`src/sv/lmsd_pkg.sv`:
```
// shared types and constants for the multiplexed lcd scan driver
`timescale 1ns / 1ps
package lmsd_pkg;

  localparam int NUM_COMMONS  = 4;
  localparam int NUM_SEGMENTS = 12;
  localparam int ROW_W        = $clog2(NUM_COMMONS);
  localparam int MODE_W       = 2;

  typedef enum logic [MODE_W-1:0] {
    MODE_UPDATE = 2'd0,
    MODE_BLANK  = 2'd1,
    MODE_SCAN   = 2'd2
  } mode_t;

  typedef logic [NUM_SEGMENTS-1:0] seg_word_t;
  typedef logic [NUM_COMMONS-1:0]  com_word_t;
  typedef logic [ROW_W-1:0]        row_t;

  // pin levels carried with one result transaction
  typedef struct packed {
    seg_word_t seg;
    com_word_t com_level;
    com_word_t com_enable;
  } pins_t;

  localparam pins_t PINS_RESET = '{seg: '0, com_level: '0, com_enable: '0};

endpackage

```
`src/sv/lmsd_core.sv`:
```
// frame store, scan sequencer and pin state registers
`timescale 1ns / 1ps
module lmsd_core (
  input  logic                             clk,
  input  logic                             rst,
  input  logic                             accept,
  input  logic [lmsd_pkg::MODE_W-1:0]      mode,
  input  lmsd_pkg::row_t                   row,
  input  lmsd_pkg::seg_word_t              set_bits,
  input  lmsd_pkg::seg_word_t              clear_bits,
  output lmsd_pkg::pins_t                  pins_next
);

  lmsd_pkg::seg_word_t frame_words [lmsd_pkg::NUM_COMMONS];
  lmsd_pkg::row_t      scan_row;
  logic                scan_phase;
  lmsd_pkg::pins_t     pins;

  lmsd_pkg::row_t      scan_row_next;
  logic                scan_phase_next;
  lmsd_pkg::seg_word_t cur_word;
  lmsd_pkg::com_word_t sel_bit;

  assign cur_word = frame_words[scan_row];
  assign sel_bit  = lmsd_pkg::com_word_t'(1) << scan_row;

  // next pin levels and scan position for this transaction
  always_comb begin
    pins_next       = pins;
    scan_row_next   = scan_row;
    scan_phase_next = scan_phase;
    case (mode)
      lmsd_pkg::MODE_BLANK: begin
        pins_next.seg        = '0;
        pins_next.com_level  = '0;
        pins_next.com_enable = '1;
      end
      lmsd_pkg::MODE_SCAN: begin
        pins_next.com_enable = sel_bit;
        if (!scan_phase) begin
          pins_next.seg       = cur_word;
          pins_next.com_level = pins.com_level & ~sel_bit;
          scan_phase_next     = 1'b1;
        end else begin
          pins_next.seg       = ~cur_word;
          pins_next.com_level = pins.com_level | sel_bit;
          scan_phase_next     = 1'b0;
          if (scan_row == lmsd_pkg::row_t'(lmsd_pkg::NUM_COMMONS - 1)) begin
            scan_row_next = '0;
          end else begin
            scan_row_next = scan_row + lmsd_pkg::row_t'(1);
          end
        end
      end
      default: ;
    endcase
  end

  // control and pin state
  always_ff @(posedge clk) begin
    if (rst) begin
      scan_row   <= '0;
      scan_phase <= 1'b0;
      pins       <= lmsd_pkg::PINS_RESET;
    end else if (accept) begin
      scan_row   <= scan_row_next;
      scan_phase <= scan_phase_next;
      pins       <= pins_next;
    end
  end

  // frame store, cleared at reset since its contents are shown on a scan
  always_ff @(posedge clk) begin
    if (rst) begin
      for (int i = 0; i < lmsd_pkg::NUM_COMMONS; i++) begin
        frame_words[i] <= '0;
      end
    end else if (accept && mode == lmsd_pkg::MODE_UPDATE) begin
      frame_words[row] <= (frame_words[row] & ~clear_bits) | set_bits;
    end
  end

endmodule

```
`src/sv/lmsd_outq.sv`:
```
// two-entry output skid queue for result transactions
`timescale 1ns / 1ps
module lmsd_outq (
  input  logic            clk,
  input  logic            rst,
  input  logic            push,
  input  lmsd_pkg::pins_t push_data,
  output logic            full,
  output logic            out_valid,
  input  logic            out_stall,
  output lmsd_pkg::pins_t head
);

  lmsd_pkg::pins_t q0;
  lmsd_pkg::pins_t q1;
  logic [1:0]      count;
  logic            pop;

  assign pop       = out_valid && !out_stall;
  assign out_valid = (count != 2'd0);
  assign full      = (count == 2'd2);
  assign head      = q0;

  // occupancy
  always_ff @(posedge clk) begin
    if (rst) begin
      count <= 2'd0;
    end else if (push && !pop) begin
      count <= count + 2'd1;
    end else if (pop && !push) begin
      count <= count - 2'd1;
    end
  end

  // entry data
  always_ff @(posedge clk) begin
    if (push && pop) begin
      if (count == 2'd2) begin
        q0 <= q1;
        q1 <= push_data;
      end else begin
        q0 <= push_data;
      end
    end else if (push) begin
      if (count == 2'd0) begin
        q0 <= push_data;
      end else begin
        q1 <= push_data;
      end
    end else if (pop) begin
      q0 <= q1;
    end
  end

endmodule

```
`src/sv/lcd_multiplex_scan_driver.sv`:
```
// top level of the quarter-duty multiplexed lcd scan driver
`timescale 1ns / 1ps
// Drives a 4-common, 12-segment multiplexed LCD at quarter duty and half bias.
// Input channel (in_valid / in_stall): mode selects a frame word update, a
// blanking tick or a scan tick; row, set_bits and clear_bits serve updates.
// Output channel (out_valid / out_stall): every input transaction yields one
// result with the segment levels, common levels and common drive enables as
// they stand after that transaction (updates repeat the current levels).
// Each accepted input writes its result into the output queue. Throughput: one
// transaction per cycle while the queue is not full, set by the single state
// update in the core and the pop rate of the output queue.
// When the receiver stalls, up to two results wait in the output queue and
// input keeps being accepted until both entries are taken; in_stall then
// rises and comes from a register only.
// Reset clears the frame store, the scan position and phase, all pin levels
// and enables, and empties the output queue.
module lcd_multiplex_scan_driver (
  input  logic                        clk,
  input  logic                        rst,
  input  logic                        in_valid,
  output logic                        in_stall,
  input  logic [lmsd_pkg::MODE_W-1:0] mode,
  input  lmsd_pkg::row_t              row,
  input  lmsd_pkg::seg_word_t         set_bits,
  input  lmsd_pkg::seg_word_t         clear_bits,
  output logic                        out_valid,
  input  logic                        out_stall,
  output lmsd_pkg::seg_word_t         segment_lines,
  output lmsd_pkg::com_word_t         common_level,
  output lmsd_pkg::com_word_t         common_enable
);

  logic            accept;
  lmsd_pkg::pins_t pins_next;
  lmsd_pkg::pins_t head;

  assign accept = in_valid && !in_stall;

  lmsd_core u_core (
    .clk        (clk),
    .rst        (rst),
    .accept     (accept),
    .mode       (mode),
    .row        (row),
    .set_bits   (set_bits),
    .clear_bits (clear_bits),
    .pins_next  (pins_next)
  );

  lmsd_outq u_outq (
    .clk       (clk),
    .rst       (rst),
    .push      (accept),
    .push_data (pins_next),
    .full      (in_stall),
    .out_valid (out_valid),
    .out_stall (out_stall),
    .head      (head)
  );

  assign segment_lines = head.seg;
  assign common_level  = head.com_level;
  assign common_enable = head.com_enable;

  // a full queue always has a result on offer
  a_stall_has_result: assert property (@(posedge clk) disable iff (rst)
    in_stall |-> out_valid)
    else $error("input stalled with no result pending");

  // an accepted transaction leaves a result on the output
  a_accept_gives_result: assert property (@(posedge clk) disable iff (rst)
    accept |=> out_valid)
    else $error("accepted transaction produced no result");

  // the queue only fills while the receiver holds it off
  a_fill_needs_stall: assert property (@(posedge clk) disable iff (rst)
    $rose(in_stall) |-> ($past(accept) && $past(out_stall)))
    else $error("queue filled without a stalled receiver");

endmodule
```
`config.mk`:
```
export PLATFORM = sky130hd
export DESIGN_NAME = lcd_multiplex_scan_driver
export DESIGN_NICKNAME = d
export VERILOG_FILES = /design/src/sv/lmsd_pkg.sv /design/src/sv/lmsd_core.sv /design/src/sv/lmsd_outq.sv /design/src/sv/lcd_multiplex_scan_driver.sv
export SDC_FILE = /design/constraint.sdc
export NUM_CORES = 1
export LEC_CHECK = 0
export ABC_CLOCK_PERIOD_IN_PS = 2940
export BUFFER_PORTS_ARGS = -buffer_cell sky130_fd_sc_hd__buf_2
export CORE_MARGIN = 4
export CORE_UTILIZATION = 30
export CTS_CLUSTER_SIZE = 40
export DETAILED_ROUTE_END_ITERATION = 6
export GPL_ROUTABILITY_DRIVEN = 0
export GPL_TIMING_DRIVEN = 0
export MAX_ROUTING_LAYER = met4
export PLACE_DENSITY_LB_ADDON = 0.05
export SLEW_MARGIN = 20
export SYNTH_ARGS = -nofsm -noshare
export SYNTH_HDL_FRONTEND = slang
export SYNTH_HIERARCHICAL = 1
export SYNTH_SLANG_ARGS = --single-unit
```
`constraint.sdc`:
```
create_clock -name clk -period 2.94 [get_ports clk]
set_clock_uncertainty 0.05 [all_clocks]
set_input_delay 0 -clock clk [delete_from_list [all_inputs] [get_ports clk]]
set_output_delay 0 -clock clk [all_outputs]
set_load 0.01 [all_outputs]
```
==> impl_results.md, run 1 <==
- VDD IR max: 0.3919 mV
- DIE HEIGHT: 145.0 um
- Wirelength, routed: 13750 um
- Pins Over Slew Limit: 0
- DIE WIDTH: 145.0 um
- Htree depth: 4
- Pin count of the biggest net entering global routing: 17
- Post-synth EDFFs: 88
- Critical Path AT: 2.61 ns
- Via/cell ratio: 4.688
- CP delay by family, top: compound AO/OA/AOI/OAI gates
- Slowest cell delay on critical path: 0.75 ns
- Die ar.: 21010 um^2
- Slowest library cell on the worst path: a41o_1
- DRC: 0
- Startpoint types: flop
- IO Count: 54
- CP required: 2.92 ns
- Antenna cells: 0
- Syn_area_per_cell: 11.92 um^2
- DR pass1 iterations: 5
- Post-CTS setup buffer count: 0
- Final hold slack: 0.05291 ns
- Placed Instance Area: 6207 um^2
- CORE AREA: 18210 um^2
- RSZ-0062 raised after global routing: no
- Total Routing Usage GR: 13.70%
- Initial antenna violation count: 0
- Post-CTS sizing: 0
- CTS Root Cell: clkbuf_16
- WS Path Type: reg -> reg
- CTS Buf Count: 17
- Syn_nets: 513
- Leakage: 2.931 nW
- Max Fclk: 0.3808 GHz
- Starting density of the core: 30.90%
- Commonest cells post-synth: nor2_1 (104), edfxtp_1 (88), a21oi_1 (47)
- Yosys cell types: 34
- Hold Path Class: in -> reg
- Final setup viols: 0
- Routed Antenna Nets: 0
- Most frequent cell after synthesis: nor2_1
- Initial drt markers: 295
- CTS tree: yes
- IO Port Bufs: 51
- Final worst path period need: 2.626 ns
- Final hold violations: 0
- Setup TNS: 0 ns
- Vias after detailed routing: 3821
- Clock sink count: 115
- Clk slew on worst S/H paths: 0.05 ns
- DR WL/cell: 16.87 um
- Row cnt: 49
- Slew HR: 42.19%
- Synthesized flop and latch total: 115
- FFs w/ async S/R, synth: 0%
- Clk buf depth: 2
- Share of cells above drive strength 1: 22.53%
- Hpwl dp: 9358 um
- Syn-to-layout area delta: 26.44%
- Status: finished clean
- Power Dens Cells: 795.0 nW/um^2
- Share of the synthesized area in the top cell type: 46.96%
- Setup crit end kind: flop
- Crit share post-route: 89.31%
- First-pass GRT wire length: 21750 um
- Area contributors post-synth: edfxtp_1 (47%), dfxtp_1 (9.6%), mux2i_1 (7.3%)
- Mapped cell area: 5627 um^2
- WP buf/inv: 1
- Clk_lat worst skew: 0.40 ns
- Fill cells: 1783
- Seq/Total Area, Yosys: 56.57%
- Yosys Warn Count: 6
- Max Cap Viol: 0
- CP Max Fanout: 12
- Worst path cell trace: nor2b_2 -> nor2b_4 -> clkbuf_1 -> a41o_1
- Post-route cell area: 7114 um^2
- Total congestion overflow: 0
- Worst slew pin tran: 0.8671 ns
- Mapped Cells: 472
- # nets final: 614
- Ys flop type: edfxtp_1
- Number of global-route vias before repair: 3899
- Cell taking the most area after synthesis: edfxtp_1
worst reg2reg max path, cell delays in order (launching register included):
cell and delay, ns:
dfxtp_1 0.48, nor2b_2 0.12, nor2b_4 0.27, clkbuf_1 0.59, a41o_1 0.75
placed cells by master (no fill, tap or decap), types with 9 or more instances in the layout:
master,count
nor2_1,104
edfxtp_1,88
buf_2,58
a21oi_1,46
mux2i_1,41
dlygate4sd3_1,29
nand2_1,28
dfxtp_1,27
mux2_4,20
clkbuf_16,17
nand2b_1,16
clkbuf_1,14
inv_1,12
a311oi_1,12
mux4_2,10
ha_1,9
logic make-up (layout without fill, tap and decap cells):
| kind of cell | count (synthesis) | in the layout | synth area share [%] |
|---|---|---|---|
| buffers and inverters | 40 | 154 | 3.536 |
| xor gates and xnor gates | 3 | 3 | 0.4671 |
| and+or+nand+nor | 157 | 157 | 11.83 |
| muxes | 73 | 73 | 17.57 |
| DFF | 115 | 115 | 56.57 |
| adders and majority gates | 9 | 9 | 2.001 |
| AOI/OAI and AO/OA | 75 | 75 | 8.028 |
state kept, by name (all words and copies together) (netlist names), named ones only:
register and cells:
u_core/scan_row 2, u_core/scan_phase 1, u_outq/count 2, u_outq/q1 20, u_core/pins 20, u_outq/head 20
u_core/frame_words 48
where the power goes:
group          leakage, nW  switching (mW)  internal [mW]
sequential            1.11          0.0984           2.17
combinational         1.52           0.681          0.554
clock                0.304           0.739           1.41
worst paths after layout:
| check | startpoint | to | slack [ns] | cells after the start |
|---|---|---|---|---|
| max | u_outq/count[0] | u_core/frame_words[3][0] | 0.31 | 4 |
| min | clear_bits[4] | u_core/frame_words[0][4] | 0.05 | 4 |
| max reg2reg | u_outq/count[0] | u_core/frame_words[3][0] | 0.31 | 4 |
| min reg2reg | u_core/pins[8] | u_core/pins[8] | 0.44 | 2 |
cell type report:
cell class,count,area (um^2),share of cell area (%)
Inverter,12,45.04,0.6331
Tap cell,229,286.5,4.027
Clock inverter,14,187.7,2.638
Buffer,28,153.9,2.163
Sequential cell,115,3183,44.74
Clock buffer,18,429.2,6.032
Multi-Input combinational cell,317,2261,31.78
Timing Repair Buffer,82,568.0,7.985
repair_timing:
item                                    in CTS  in global routing
hold buffers                                29                  0
endpoints found under the setup margin       0                  0
hold endpoints to repair                    56                  0
per-stage QoR:
stage,total power [mW],util (%),cells,worst slack (ns)
5_1_grt,5.944,39.07,815,0.1859
2_1_floorplan,3.109,-,472,0.5835
6_report,5.656,39.07,815,0.3142
3_3_place_gp,3.458,33.90,752,0.1286
4_1_cts,5.737,39.07,815,0.2781
3_5_place_dp,3.532,34.09,754,0.2865
per-layer routing:
metal	GRT usage [%]	wire (um)	part of all wire, %	vias to the layer above
met5	-	0	0	-
met2	22.14	6618	48	88
met4	5.083	248	1.8	0
li1	-	-	-	1914
met1	16.83	6277	46	1800
met3	3.243	609	4.4	19
(Power assumes the default switching activity.)
==> run 2, diff against run 1 <==
PLACE_DENSITY_LB_ADDON = 0.12   (was 0.05)
==> run 2 against run 1 <==
Net effect: maximum frequency fell by 1.0%; sequential share of layout area fell by 0.22 points; first-iteration DRC count fell by 24%; critical path depth did not move; clock power rose by 3%; die area did not move; worst setup slack got worse by 0.026 ns; hold slack got worse by 0.011 ns; count of clock-buffer cells in the layout did not move; final cell count rose by 0.12%; global-route usage fell by 0.27 points; critical endpoint is now u_core/frame_words[3][1].
==> impl_results.md, run 2 (synthesis gave the netlist of run 1 again) <==
- Max reg flops: 48
- Post-CTS sizing: 0
- Setup TNS: 0 ns
- Syn-to-layout area delta: 27.06%
- VDD IR max: 0.4066 mV
- Launching point of the worst reg2reg path: u_outq/count[0]
- Starting density of the core: 30.90%
- Clk buf depth: 2
- Most common cell after layout, fill and taps aside: nor2_1
- Wirelength, routed: 13190 um
- DIE HEIGHT: 145.0 um
- DR WL/cell: 16.16 um
- Row cnt: 49
- Number of global-route vias before repair: 4030
- Final hold violations: 0
- Clock sink count: 115
- DIE WIDTH: 145.0 um
- Leakage: 2.932 nW
- Clk_lat worst skew: 0.41 ns
- Hold Path Origin: clear_bits[4]
- Fill cells: 1756
- IO Count: 54
- Initial drt markers: 223
- Setup crit end kind: flop
- CORE AREA: 18210 um^2
- Via/cell ratio: 4.756
- Total Routing Usage GR: 13.43%
- DR pass1 iterations: 4
- Hpwl dp: 9003 um
- Share of cells above drive strength 1: 22.66%
- CP delay by family, top: compound AO/OA/AOI/OAI gates
- Slowest cell delay on critical path: 0.78 ns
- Power Dens Cells: 798.4 nW/um^2
- Slew HR: 48.59%
- CTS Root Cell: clkbuf_16
- Hold path depth: 4
- Htree depth: 4
- Worst path cell trace: nor2b_2 -> nor2b_4 -> clkbuf_1 -> a41o_1
- Pin count of the biggest net entering global routing: 17
- Slowest library cell on the worst path: a41o_1
- Top reg by flops: u_core/frame_words
- CP Max Fanout: 12
- Reg2Reg Depth: 4
- Antenna cells: 0
- Total congestion overflow: 0
- Hold Path Class: in -> reg
- Pins Over Slew Limit: 0
- Power Total: 5.708 mW
- Status: finished clean
- Crit share post-route: 90.22%
- CTS tree: yes
- Final worst path period need: 2.652 ns
- Max Fclk: 0.3770 GHz
- Final setup viols: 0
- Post-CTS setup buffer count: 0
- Critical path origin: u_outq/count[0]
- DRC: 0
- Max Cap Viol: 0
- IO Port Bufs: 51
- Die ar.: 21010 um^2
- Routed Antenna Nets: 0
- First-pass GRT wire length: 21330 um
- Clk slew on worst S/H paths: 0.06 ns
- Startpoint types: flop
- # nets final: 615
- Critical path depth: 4
- Commonest cells after routing, fill and taps aside: nor2_1 (104), edfxtp_1 (88), buf_2 (58)
- RSZ-0062 raised after global routing: no
- WP buf/inv: 1
- WS Path Type: reg -> reg
- CP required: 2.93 ns
- Initial antenna violation count: 0
- Worst slew pin tran: 0.7711 ns
- Critical Path AT: 2.64 ns
- Vias after detailed routing: 3881
- CTS Buf Count: 17
==> run 2: cell type report <==
type	count	area [um^2]	share of cell area [%]
Clock buffer	18	439.2	6.143
Timing Repair Buffer	83	578.1	8.085
Tap cell	229	286.5	4.008
Clock inverter	14	202.7	2.835
Inverter	12	45.04	0.6300
Sequential cell	115	3183	44.52
Multi-Input combinational cell	317	2261	31.62
Buffer	28	153.9	2.153
==> run 2: where the power goes <==
group / switching (mW) / total (mW) / internal, mW
Sequential: 0.100 / 2.27 / 2.17
Combinational: 0.669 / 1.22 / 0.555
Clock: 0.766 / 2.22 / 1.45
==> run 2: worst paths after layout <==
| check | end | slack (ns) |
|---|---|---|
| max reg2reg | u_core/frame_words[3][1] | 0.29 |
| min | u_core/frame_words[3][4] | 0.04 |
| min reg2reg | u_core/pins[19] | 0.43 |
| max | u_core/frame_words[3][1] | 0.29 |
==> run 2: layer usage <==
| metal | vias to the layer above | global-route usage (%) | routed length, um |
|---|---|---|---|
| met1 | 1847 | 15.72 | 5900 |
| met5 | - | - | 0 |
| met3 | 22 | 4.022 | 646 |
| met2 | 89 | 21.67 | 6399 |
| li1 | 1923 | - | - |
| met4 | 0 | 5.653 | 240 |
==> run 2: repair_timing <==
action,CTS,global route
endpoints found under the hold margin,55,0
hold buffers,30,0
setup endpoints to repair,0,0
==> run 2: worst reg2reg max path, cell delays in order, from the launching register on <==
cell and delay, ns:
dfxtp_1 0.47, nor2b_2 0.11, nor2b_4 0.28, clkbuf_1 0.59, a41o_1 0.78
==> run 2: through the flow <==
stage / hold slack, ns / util, % / cell area [um^2] / setup WS (ns) / cells
6_report: 0.04237 / 39.26 / 7149 / 0.2877 / 816
2_1_floorplan: 0.01907 / - / 5632 / 0.5835 / 472
3_5_place_dp: 0.1806 / 34.09 / 6207 / 0.2272 / 754
4_1_cts: 0.007941 / 39.26 / 7149 / 0.2290 / 816
3_3_place_gp: 0.1752 / 33.90 / 6173 / 0.1814 / 752
5_1_grt: 0.01945 / 39.26 / 7149 / 0.1522 / 816
==> run 3, diff against run 2 <==
GPL_TIMING_DRIVEN = default   (was 0)
==> run 3 against run 2 <==
Net effect: cell area decreased by 1.5%; die area unchanged; first-iteration DRC count up 20%; sequential share of layout area increased by 0.66 points; power down 3.4%; hold slack worse by 0.019 ns; combinational power decreased by 3%; largest power group unchanged.
==> impl_results.md, run 3 (synthesis gave the netlist of run 1 again) <==
- Critical Path AT: 2.54 ns
- Startpoint types: flop
- Pin count of the biggest net entering global routing: 39
- CTS Buf Count: 17
- Pins Over Slew Limit: 0
- Initial drt markers: 268
- M2 GR Usage: 20.63%
- Clk slew on worst S/H paths: 0.06 ns
- DIE WIDTH: 145.0 um
- Most common cell after layout, fill and taps aside: nor2_1
- GR Layer Usage met3: 2.962%
- DR WL/cell: 16.00 um
- Routed Antenna Nets: 0
- IO Count: 54
- Clk buf depth: 2
- Share of cells above drive strength 1: 23.52%
- Post-CTS setup buffer count: 0
- Final worst path period need: 2.431 ns
- # nets final: 602
- DR pass1 iterations: 4
- Max reg flops: 48
- Setup TNS: 0 ns
- Htree depth: 4
- CP required: 3.05 ns
- Max Fclk: 0.4113 GHz
- Max Cap Viol: 0
- Post-route cell area: 7044 um^2
- Slew HR: 44.95%
- RSZ-0062 raised after global routing: no
- Cell Count, Final, Fillers Out: 803
- CP Max Fanout: 20
- Final hold slack: 0.02337 ns
- Hold bufs inserted after CTS: 30
- DRC: 0
- CORE AREA: 18210 um^2
- Hold Path Class: in -> reg
- Placed Instance Area: 6146 um^2
- Commonest cells after routing, fill and taps aside: nor2_1 (104), edfxtp_1 (88), buf_2 (53)
- Initial antenna violation count: 0
- Post-CTS sizing: 0
- Final setup viols: 0
- Fill cells: 1770
- Final Util: 38.69%
- CTS Root Cell: clkbuf_16
- Worst slew pin tran: 0.8257 ns
- Clock sink count: 115
- CTS tree: yes
- Setup crit end kind: flop
- Number of global-route vias before repair: 3879
- Via/cell ratio: 4.736
- Total Routing Usage GR: 13.11%
- Power Dens Cells: 782.8 nW/um^2
- Gr busiest metal: met2
- Crit share post-route: 82.70%
- Syn-to-layout area delta: 25.19%
- Row cnt: 49
- M1 GR Usage: 16.51%
- DIE HEIGHT: 145.0 um
- WS Path Type: reg -> reg
- Starting density of the core: 30.90%
- First-pass GRT wire length: 21020 um
- Final hold violations: 0
- Wirelength, routed: 12850 um
- Antenna cells: 0
- Vias after detailed routing: 3803
- Leakage: 2.903 nW
- Hpwl dp: 8513 um
- Top reg by flops: u_core/frame_words
- IO Port Bufs: 53
- Placed insts: 741
- Status: finished clean
- Total congestion overflow: 0
- Die ar.: 21010 um^2
- VDD IR max: 0.4208 mV
- Clk_lat worst skew: 0.41 ns
## run 3: critical path: stages (launching register included)
cell      delay (ns)
dfxtp_1         0.37
nor2_1          0.17
inv_1           0.11
nand2b_1        0.12
inv_1           0.06
ha_1            0.22
nor2_1          0.17
a21o_2          0.54
mux2_4          0.35
## run 3: path summary, 6_finish.rpt
path                   startpoint              end  slack (ns)  cells past startpoint
setup / recovery  u_outq/count[0]  u_outq/head[17]        0.51                      8
hold / removal                rst  u_outq/count[0]        0.02                      2
setup reg to reg  u_outq/count[0]  u_outq/head[17]        0.51                      8
hold reg to reg   u_core/pins[19]  u_core/pins[19]        0.43                      2
## run 3: through the flow
step	power [mW]	setup slack [ns]
2_1_floorplan	3.109	0.5835
4_1_cts	5.604	0.4862
3_3_place_gp	3.453	0.5687
6_report	5.514	0.5085
3_5_place_dp	3.480	0.4864
5_1_grt	5.814	0.2734
## run 3: routing by layer
metal	part of all wire, %	vias up
li1	-	1893
met5	0	-
met4	1.3	0
met1	48	1809
met3	4.6	14
met2	47	87
## run 3: power breakdown
part           total, mW  internal (mW)  switching (mW)
sequential          2.27           2.17           0.101
combinational       1.18          0.526           0.657
clock               2.06           1.27           0.793
total               5.51           3.96            1.55
## run 3: cell type report
cell class,instances,area [um^2],area share (%)
tap,229,286.5,4.067
multi-input combinational,317,2253,31.99
sequential,115,3183,45.19
clock inverter,15,172.7,2.451
clock buffer,17,425.4,6.039
timing repair buffer,98,678.2,9.627
inverter,12,45.04,0.6394
